<file path="config.mk">
export PLATFORM = sky130hd
export DESIGN_NAME = aging_tag_exclusion_table
export DESIGN_NICKNAME = d
export VERILOG_FILES = /design/src/design/atet_pkg.sv /design/src/design/atet_ram.sv /design/src/design/atet_front.sv /design/src/design/atet_back.sv /design/src/design/aging_tag_exclusion_table.sv
export SDC_FILE = /design/constraint.sdc
export NUM_CORES = 2
export LEC_CHECK = 0
export ABC_AREA = 0
export BUFFER_PORTS_ARGS = -buffer_cell sky130_fd_sc_hd__buf_4
export CORE_AREA = 2 2 449 451
export CTS_BUF_LIST = sky130_fd_sc_hd__clkbuf_16
export DETAILED_ROUTE_END_ITERATION = 16
export DIE_AREA = 0 0 451 453
export PLACE_DENSITY_LB_ADDON = 0.2
export SYNTH_ARGS = -nofsm -noshare
export SYNTH_HDL_FRONTEND = slang
export SYNTH_SLANG_ARGS = --single-unit
</file>
<file path="constraint.sdc">
create_clock -name clk -period 6.5 [get_ports clk]
set_input_delay 0.975 -clock clk [delete_from_list [all_inputs] [get_ports clk]]
set_output_delay 0.975 -clock clk [all_outputs]
set_load 0.05 [all_outputs]
</file>
<file path="src/design/atet_pkg.sv">
// Shared types, codes and defaults of the aging tag exclusion table.
`default_nettype none

package atet_pkg;

  localparam int TABLE_ENTRIES_DEF = 64;

  localparam int TAG_W    = 24;
  localparam int PORTAL_W = 16;
  localparam int COUNT_W  = 8;
  localparam int SLOT_W   = 6;
  localparam int EXPIRE_W = 7;
  localparam int CFG_W    = 8;
  localparam int INDEX_W  = 2;

  // input command codes
  localparam logic [1:0] CMD_ADD    = 2'd0;
  localparam logic [1:0] CMD_REMOVE = 2'd1;
  localparam logic [1:0] CMD_TICK   = 2'd2;

  // result status codes
  localparam logic [1:0] ST_OK        = 2'd0;
  localparam logic [1:0] ST_REFUSED   = 2'd1;
  localparam logic [1:0] ST_FULL      = 2'd2;
  localparam logic [1:0] ST_NOT_FOUND = 2'd3;

  // register indexes
  localparam logic [INDEX_W-1:0] REG_ENTERED_TIMEOUT      = 2'd0;
  localparam logic [INDEX_W-1:0] REG_EXIT_TIMEOUT_NEW     = 2'd1;
  localparam logic [INDEX_W-1:0] REG_EXIT_TIMEOUT_REFRESH = 2'd2;

  localparam logic [7:0]         PREFIX_A     = 8'h30;
  localparam logic [7:0]         PREFIX_B     = 8'h50;
  localparam logic [COUNT_W-1:0] EXPIRED_MARK = 8'hFF;

  typedef struct packed {
    logic [1:0]          command;
    logic [TAG_W-1:0]    tag_id;
    logic [PORTAL_W-1:0] portal_id;
    logic                direction;
  } item_t;

  typedef struct packed {
    logic [1:0]          status;
    logic [SLOT_W-1:0]   slot;
    logic [EXPIRE_W-1:0] expired_count;
  } result_t;

  typedef enum logic [2:0] {
    OP_NONE   = 3'd0,
    OP_ADD    = 3'd1,
    OP_REMOVE = 3'd2,
    OP_TICK   = 3'd3,
    OP_REFUSE = 3'd4
  } op_kind_t;

  typedef struct packed {
    op_kind_t            kind;
    logic [TAG_W-1:0]    tag;
    logic [PORTAL_W-1:0] portal;
    logic                direction;
  } op_t;

  typedef struct packed {
    logic [COUNT_W-1:0] entered_timeout;
    logic [6:0]         exit_timeout_new;
    logic [6:0]         exit_timeout_refresh;
  } cfg_t;

  typedef struct packed {
    logic [TAG_W-1:0]    tag;
    logic [PORTAL_W-1:0] portal;
    logic                direction;
    logic [COUNT_W-1:0]  countdown;
  } entry_t;

endpackage

`default_nettype wire

</file>
<file path="src/design/atet_ram.sv">
// Generic single-write, single-read RAM with registered read data.
`default_nettype none

module atet_ram #(
  parameter int WIDTH = 8,
  parameter int DEPTH = 64
) (
  input  wire logic                     clk,
  input  wire logic                     we,
  input  wire logic [$clog2(DEPTH)-1:0] waddr,
  input  wire logic [WIDTH-1:0]         wdata,
  input  wire logic [$clog2(DEPTH)-1:0] raddr,
  output logic      [WIDTH-1:0]         rdata
);

  logic [WIDTH-1:0] mem [DEPTH];

  always_ff @(posedge clk) begin
    if (we) begin
      mem[waddr] <= wdata;
    end
    rdata <= mem[raddr];
  end

endmodule

`default_nettype wire

</file>
<file path="src/design/atet_front.sv">
// Front end: classify incoming words and hold them in a two-entry queue.
`default_nettype none

module atet_front
  import atet_pkg::*;
(
  input  wire logic  clk,
  input  wire logic  rst,
  input  wire logic  accept,
  input  wire item_t item,
  output logic       full,
  output logic       head_valid,
  output op_t        head,
  input  wire logic  take
);

  op_t        slots [2];
  logic       wr_ptr;
  logic       rd_ptr;
  logic [1:0] count;
  op_t        classified;

  always_comb begin
    classified.tag       = item.tag_id;
    classified.portal    = item.portal_id;
    classified.direction = item.direction;
    unique case (item.command)
      CMD_ADD: begin
        if (item.tag_id[23:16] == PREFIX_A || item.tag_id[23:16] == PREFIX_B) begin
          classified.kind = OP_ADD;
        end else begin
          classified.kind = OP_REFUSE;
        end
      end
      CMD_REMOVE: classified.kind = OP_REMOVE;
      CMD_TICK:   classified.kind = OP_TICK;
      default:    classified.kind = OP_NONE;
    endcase
  end

  assign full       = (count == 2'd2);
  assign head_valid = (count != 2'd0);
  assign head       = slots[rd_ptr];

  always_ff @(posedge clk) begin
    if (accept) begin
      slots[wr_ptr] <= classified;
    end
  end

  always_ff @(posedge clk) begin
    if (rst) begin
      wr_ptr <= 1'b0;
      rd_ptr <= 1'b0;
      count  <= 2'd0;
    end else begin
      if (accept) begin
        wr_ptr <= ~wr_ptr;
      end
      if (take) begin
        rd_ptr <= ~rd_ptr;
      end
      case ({accept, take})
        2'b10:   count <= count + 2'd1;
        2'b01:   count <= count - 2'd1;
        default: count <= count;
      endcase
    end
  end

endmodule

`default_nettype wire

</file>
<file path="src/design/atet_back.sv">
// Back end: clearing pass, table scans, entry updates and the result register.
`default_nettype none

module atet_back
  import atet_pkg::*;
#(
  parameter int TABLE_ENTRIES = TABLE_ENTRIES_DEF
) (
  input  wire logic    clk,
  input  wire logic    rst,
  input  wire cfg_t    cfg,
  input  wire logic    head_valid,
  input  wire op_t     head,
  output logic         take,
  output logic         clearing,
  input  wire logic    pop,
  output logic         empty,
  output result_t      result
);

  localparam int IDXW = $clog2(TABLE_ENTRIES);
  localparam int CNTW = $clog2(TABLE_ENTRIES + 1);
  localparam logic [IDXW-1:0] LAST_IDX = IDXW'(TABLE_ENTRIES - 1);

  typedef enum logic [4:0] {
    S_CLEAR = 5'b00001,
    S_IDLE  = 5'b00010,
    S_SCAN  = 5'b00100,
    S_WRITE = 5'b01000,
    S_DONE  = 5'b10000
  } state_t;

  state_t             state;
  op_t                op;
  logic [IDXW-1:0]    clr_idx;
  logic [IDXW-1:0]    rd_idx;
  logic               issuing;
  logic               chk_valid;
  logic [IDXW-1:0]    chk_idx;
  logic               found_tag;
  logic [IDXW-1:0]    tag_idx;
  logic               match_dir;
  logic [COUNT_W-1:0] match_cnt;
  logic               found_free;
  logic [IDXW-1:0]    free_idx;
  logic [CNTW-1:0]    exp_cnt;
  logic [CNTW-1:0]    exp_cnt_next;
  result_t            pend;
  result_t            pend_write;
  logic               res_valid;
  logic               load;

  logic               we;
  logic [IDXW-1:0]    waddr;
  entry_t             wdata;
  entry_t             rdata;

  logic [COUNT_W-1:0] aged_cnt;
  logic               tick_expire;
  entry_t             tick_entry;
  logic               tick_hit;
  logic [COUNT_W-1:0] add_cnt;

  atet_ram #(
    .WIDTH ($bits(entry_t)),
    .DEPTH (TABLE_ENTRIES)
  ) u_ram (
    .clk   (clk),
    .we    (we),
    .waddr (waddr),
    .wdata (wdata),
    .raddr (rd_idx),
    .rdata (rdata)
  );

  assign clearing = (state == S_CLEAR);
  assign take     = (state == S_IDLE) && head_valid;
  assign empty    = !res_valid;
  assign load     = (state == S_DONE) && (!res_valid || pop);

  // Tick aging of the entry returning from the RAM.
  always_comb begin
    if (!rdata.countdown[COUNT_W-1] && rdata.countdown != '0) begin
      aged_cnt = rdata.countdown - COUNT_W'(1);
    end else begin
      aged_cnt = rdata.countdown;
    end
    tick_hit    = chk_valid && (op.kind == OP_TICK) && rdata.direction;
    tick_expire = tick_hit && (aged_cnt == '0) && (rdata.tag[23:16] != 8'h00);
    if (tick_expire) begin
      tick_entry = '{tag: '0, portal: '0, direction: 1'b1, countdown: EXPIRED_MARK};
    end else begin
      tick_entry = '{tag: rdata.tag, portal: rdata.portal, direction: rdata.direction,
                     countdown: aged_cnt};
    end
    exp_cnt_next = exp_cnt + CNTW'(tick_expire);
  end

  // Write port and the result of an add or remove.
  always_comb begin
    we         = 1'b0;
    waddr      = chk_idx;
    wdata      = tick_entry;
    pend_write = '{status: ST_OK, slot: '0, expired_count: '0};
    if (op.direction) begin
      add_cnt = found_tag ? {1'b0, cfg.exit_timeout_refresh} : {1'b0, cfg.exit_timeout_new};
    end else begin
      add_cnt = cfg.entered_timeout;
    end
    unique case (state)
      S_CLEAR: begin
        we    = 1'b1;
        waddr = clr_idx;
        wdata = '0;
      end
      S_SCAN: begin
        we = tick_hit;
      end
      S_WRITE: begin
        wdata = '{tag: op.tag, portal: op.portal, direction: op.direction, countdown: add_cnt};
        if (op.kind == OP_ADD) begin
          if (found_tag) begin
            we              = 1'b1;
            waddr           = tag_idx;
            pend_write.slot = SLOT_W'(tag_idx);
          end else if (found_free) begin
            we              = 1'b1;
            waddr           = free_idx;
            pend_write.slot = SLOT_W'(free_idx);
          end else begin
            pend_write.status = ST_FULL;
          end
        end else begin
          wdata = '{tag: '0, portal: '0, direction: match_dir, countdown: match_cnt};
          if (found_tag) begin
            we              = 1'b1;
            waddr           = tag_idx;
            pend_write.slot = SLOT_W'(tag_idx);
          end else begin
            pend_write.status = ST_NOT_FOUND;
          end
        end
      end
      S_IDLE, S_DONE: begin
        we = 1'b0;
      end
      default: begin
        we = 1'b0;
      end
    endcase
  end

  // Payload registers of the scan and the result register.
  always_ff @(posedge clk) begin
    if (take) begin
      op <= head;
    end
    chk_idx <= rd_idx;
    if (state == S_IDLE) begin
      exp_cnt <= '0;
    end else if (state == S_SCAN) begin
      exp_cnt <= exp_cnt_next;
    end
    if (state == S_SCAN && chk_valid && op.kind != OP_TICK) begin
      if (!found_tag && rdata.tag == op.tag) begin
        tag_idx   <= chk_idx;
        match_dir <= rdata.direction;
        match_cnt <= rdata.countdown;
      end
      if (!found_free && rdata.tag[23:16] == 8'h00) begin
        free_idx <= chk_idx;
      end
    end
    if (load) begin
      result <= pend;
    end
  end

  always_ff @(posedge clk) begin
    if (rst) begin
      state      <= S_CLEAR;
      clr_idx    <= '0;
      rd_idx     <= '0;
      issuing    <= 1'b0;
      chk_valid  <= 1'b0;
      found_tag  <= 1'b0;
      found_free <= 1'b0;
      res_valid  <= 1'b0;
      pend       <= '0;
    end else begin
      if (load) begin
        res_valid <= 1'b1;
      end else if (pop && res_valid) begin
        res_valid <= 1'b0;
      end
      chk_valid <= issuing;
      unique case (state)
        S_CLEAR: begin
          clr_idx <= clr_idx + IDXW'(1);
          if (clr_idx == LAST_IDX) begin
            state <= S_IDLE;
          end
        end
        S_IDLE: begin
          if (head_valid) begin
            found_tag  <= 1'b0;
            found_free <= 1'b0;
            rd_idx     <= '0;
            unique case (head.kind) inside
              OP_ADD, OP_REMOVE, OP_TICK: begin
                issuing <= 1'b1;
                state   <= S_SCAN;
              end
              OP_REFUSE: begin
                pend  <= '{status: ST_REFUSED, slot: '0, expired_count: '0};
                state <= S_DONE;
              end
              default: begin
                pend  <= '{status: ST_OK, slot: '0, expired_count: '0};
                state <= S_DONE;
              end
            endcase
          end
        end
        S_SCAN: begin
          if (issuing) begin
            rd_idx <= rd_idx + IDXW'(1);
            if (rd_idx == LAST_IDX) begin
              issuing <= 1'b0;
            end
          end
          if (chk_valid && op.kind != OP_TICK) begin
            if (rdata.tag == op.tag) begin
              found_tag <= 1'b1;
            end
            if (rdata.tag[23:16] == 8'h00) begin
              found_free <= 1'b1;
            end
          end
          if (chk_valid && chk_idx == LAST_IDX) begin
            if (op.kind == OP_TICK) begin
              pend  <= '{status: ST_OK, slot: '0, expired_count: EXPIRE_W'(exp_cnt_next)};
              state <= S_DONE;
            end else begin
              state <= S_WRITE;
            end
          end
        end
        S_WRITE: begin
          pend  <= pend_write;
          state <= S_DONE;
        end
        S_DONE: begin
          if (load) begin
            state <= S_IDLE;
          end
        end
        default: begin
          state <= S_IDLE;
        end
      endcase
    end
  end

endmodule

`default_nettype wire

</file>
<file path="src/design/aging_tag_exclusion_table.sv">
// Top level of the aging tag exclusion table: ports, registers, front and back.
// Each add, remove or tick scans every entry through the one RAM read port; a refused
//   add or unused command skips the scan. The back end takes a new word only when idle
//   and its last result has been loaded into the result register; the front queue
//   holds up to two further words meanwhile.
// Reset: synchronous; the table is then cleared one entry a cycle with full high;
//   register writes are taken during that pass.
`default_nettype none

module aging_tag_exclusion_table
  import atet_pkg::*;
#(
  parameter int TABLE_ENTRIES = TABLE_ENTRIES_DEF
) (
  input  wire logic               clk,
  input  wire logic               rst,
  // input words
  input  wire logic               push,
  output logic                    full,
  input  wire item_t              item,
  // result words
  output logic                    empty,
  input  wire logic               pop,
  output result_t                 result,
  // register writes
  input  wire logic               wr_en,
  input  wire logic [INDEX_W-1:0] wr_index,
  input  wire logic [CFG_W-1:0]   wr_data
);

  cfg_t cfg;
  logic accept;
  logic queue_full;
  logic head_valid;
  op_t  head;
  logic take;
  logic clearing;

  // Hold off input while the queue is full or the table is being cleared.
  assign full   = queue_full || clearing;
  assign accept = push && !full;

  // Timeout registers; an unused index is dropped.
  always_ff @(posedge clk) begin
    if (rst) begin
      cfg.entered_timeout      <= 8'd127;
      cfg.exit_timeout_new     <= 7'd60;
      cfg.exit_timeout_refresh <= 7'd60;
    end else if (wr_en) begin
      unique case (wr_index)
        REG_ENTERED_TIMEOUT:      cfg.entered_timeout      <= wr_data;
        REG_EXIT_TIMEOUT_NEW:     cfg.exit_timeout_new     <= wr_data[6:0];
        REG_EXIT_TIMEOUT_REFRESH: cfg.exit_timeout_refresh <= wr_data[6:0];
        default: begin
        end
      endcase
    end
  end

  // Front: classify each word (prefix check included) and queue it.
  atet_front u_front (
    .clk        (clk),
    .rst        (rst),
    .accept     (accept),
    .item       (item),
    .full       (queue_full),
    .head_valid (head_valid),
    .head       (head),
    .take       (take)
  );

  // Back: scan the table, apply the update and hold the result word.
  atet_back #(
    .TABLE_ENTRIES (TABLE_ENTRIES)
  ) u_back (
    .clk        (clk),
    .rst        (rst),
    .cfg        (cfg),
    .head_valid (head_valid),
    .head       (head),
    .take       (take),
    .clearing   (clearing),
    .pop        (pop),
    .empty      (empty),
    .result     (result)
  );

endmodule

`default_nettype wire

</file>
==> metrics.md <==
| Metric | Value |
|---|---|
| Slew @ Worst Pin | 1307 ps |
| Fmax | 0.2106 GHz |
| Max-cap violation count | 0 |
| Final Hold Viols | 0 |
| Sum Neg Setup Slack | 0 ps |
| Area of the core | 0.1992 mm² |
| WP data arrival | 5240 ps |
| P_leak | 31.28 nW |
| Share of layout cells above drive strength 1 | 27.17% |
| Avg Synthesized Cell Area | 21.42 µm² |
| Cells after Synth | 4170 |
| CTS buffer count | 225 |
| Post-CTS setup buffer count | 0 |
| Pre-Repair DR Iteration Count | 5 |
| Fin crit share | 73.04% |
| Dpl cell area | 0.09427 mm² |
| Max transition margin | 11.96% |
| Initial drt markers | 5138 |
| Yosys cell types | 77 |
| RSZ-0062 raised after global routing | false |
| Clock sink total | 2342 |
| Status | completed |
| Routed wire length | 234.2 mm |
| WL/cell | 32.17 µm |
| Final instance count without filler cells | 7278 |
| Gpl congestion | 0.8775 |
| Via density | 6.047 |
| DPL Wire Length | 136.3 mm |
| Synthesized area | 0.08933 mm² |
| FF+latch count, synth | 2342 |
| Die X | 451 µm |
| Nets | 4479 |
| Via Count | 44.01k |
| Crit-path cells | nor3b_2 -> a32oi_1 -> o21ai_0 -> nand2_1 -> or3_1 -> nor3_2 -> buf_4 |
| CTS hold repair buffers | 0 |
| Pin count of the biggest net entering global routing | 95 |
| Pins over their slew limit | 0 |
| Clock Skews | 35.64 ps |
| Min-Delay Path Class | input pin to flip-flop |
| CTS Buffer Depth | 3 |
| Starting density of the core | 44.83% |
| Initial antenna violation count | 23 |
| FILL cells | 15.71k |
| Clock slew at reported path FFs | 60 ps |
| Root Buffer | clkbuf_16 |
| Rows | 164 |
| Period minus WS final | 4748 ps |
| Seq/Total Area, Yosys | 77.49% |
| Clock H-tree levels | 4 |
| Ys flop type | edfxtp_1 |
| Die ar. | 0.2043 mm² |
| Yosys warns | 0 |
| Tot GR Track Use | 22.85% |
| Setup CP Type | flip-flop to flip-flop |
| Syn Nets | 4235 |
| Die Ht | 453 µm |
| Post-cts gate resize count | 0 |
| Share of synthesized registers carrying an async set or reset | 0% |
| I/O Buffers | 58 |
| Insertion delay to the later sink of the worst-skew pair | 860 ps |
| Design area | 0.1013 mm² |
| Vias in the first global route | 44.38k |
| CP max FO | 25 |
| I/O Pins | 75 |
| Number of setup violations in the final report | 0 |
| Max stage delay on crit path | 1010 ps |
| WP data required | 6990 ps |
| Pwr Density | 361.9 mW/mm² |
| Max VDD drop | 286.9 µV |
| Startpoint Class | flip-flop |
| CTS tree | done |
| Post-synth EDFFs | 2232 |
| Placed insts | 6843 |
| Total global routing overflow | 0 |
| First-pass GRT wire length | 330.6 mm |
| Drt drc | 0 |
| Crit end category | flip-flop |
| P&R area growth vs syn | 13.41% |
| Routed Antenna Nets | 0 |
| Slowest cell on crit path | nor3_2 |
Yosys cell counts (all sizes together) (28+ instances only):
library cell     n  area, µm²
a21oi          127      639.4
a22o            28      245.2
a22oi          171       1289
buf            141      679.4
clkbuf          94      354.1
dfxtp          110       2202
edfxtp        2232      67020
mux2            35      394.1
mux2i           46      460.4
mux4           528      11890
nand2           73      274.0
nor2            95      366.6
nor2b           35      219.0
nor3            81      505.5
o21ai           31      158.9
o22ai           28      175.2
xnor2           31      271.5
power by group:
part | total [mW] | switching [mW] | internal [mW]
sequential | 19.4 | 0.274 | 19.1
combinational | 4.77 | 3.89 | 0.885
clock | 12.5 | 5.56 | 6.92
total | 36.7 | 9.71 | 27.0
flip-flops by register name, indices dropped and copies added, names as in the netlist, 2 cells and up, named ones only:
register            count
u_back.result          15
u_back.clr_idx          6
u_back.pend            15
u_back.op              28
u_back.free_idx         6
cfg                    22
u_front.count           2
u_back.match_cnt        8
u_front.slots          56
u_back.u_ram.rdata     33
u_back.rd_idx           6
u_back.chk_idx          6
u_back.tag_idx          6
u_back.u_ram.mem     2112
u_back.state            5
u_back.exp_cnt          7
final timing paths:
| path | startpoint | to | slack, ps | depth (start not counted) |
|---|---|---|---|---|
| worst max-delay path | u_back.op[42] | u_back.u_ram.mem[31][1] | 1750 | 7 |
| worst min-delay path | item[0] | u_front.slots[0][0] | 300 | 1 |
| worst max register to register | u_back.op[42] | u_back.u_ram.mem[31][1] | 1750 | 7 |
| worst min register to register | u_back.pend[5] | u_back.result[5] | 430 | 0 |
placed cells by master (no fill, tap or decap), types with 42 or more instances in the layout:
master	synthesis	final
edfxtp_1	2232	2232
mux4_2	528	528
buf_4	8	232
clkbuf_16	0	230
a22oi_1	170	170
a21oi_1	126	125
dfxtp_1	110	105
nor2_1	93	78
inv_1	15	73
nand2_1	73	67
clkinv_1	0	65
mux2i_1	46	46
nor3_2	20	42
final cells by class:
class	instances	area (µm²)	area share, %
flip-flops and latches	2342	69240	68.35
clock inverters	191	1244	1.228
well taps	2656	3323	3.280
inverters	15	56.30	0.05558
multi-input cells	1578	19510	19.26
diodes	14	35.03	0.03458
clock buffers	230	5756	5.681
repair buffers	252	2142	2.114
metal layers:
metal  global-route usage (%)  vias up  share of wire, %
met5                        0        -             0.047
met4                    6.888       16               3.0
met3                    4.870      335               7.7
met2                    36.79     1632                48
met1                    31.50    23869                41
li1                         -    18155                 -
kinds of logic (layout without fill, tap and decap cells):
| logic type | count (synthesis) | after routing | synth area share (%) |
|---|---|---|---|
| buffers and inverters | 250 | 688 | 1.220 |
| multiplexers | 609 | 609 | 14.27 |
| AO/OA/AOI/OAI | 499 | 499 | 3.918 |
| XOR/XNOR | 45 | 45 | 0.4412 |
| AND/OR/NAND/NOR | 418 | 418 | 2.560 |
| flip-flops | 2342 | 2342 | 77.49 |
| adder cells (fa/ha/maj) | 7 | 7 | 0.09804 |
| other | 0 | 14 | 0 |
through the flow:
| stage | setup slack [ps] | power, mW | util [%] | hold slack, ps |
|---|---|---|---|---|
| 5_1_grt | 1596 | 37.73 | 50.83 | 259.6 |
| 6_report | 1752 | 36.67 | 50.85 | 303.7 |
| 2_1_floorplan | 1744 | 21.93 | - | 349.7 |
| 3_3_place_gp | 1778 | 24.34 | 47.32 | 417.8 |
| 3_5_place_dp | 1716 | 24.54 | 47.32 | 422.0 |
| 4_1_cts | 1687 | 36.87 | 50.83 | 244.6 |
critical path: cells and delay by family, from the launching register on:
family,cells,cell delay (ps)
compound gates,2,820
buf+inv,1,600
flops,1,430
simple gates,4,2500
No activity file was read; power rests on OpenSTA's default activity.
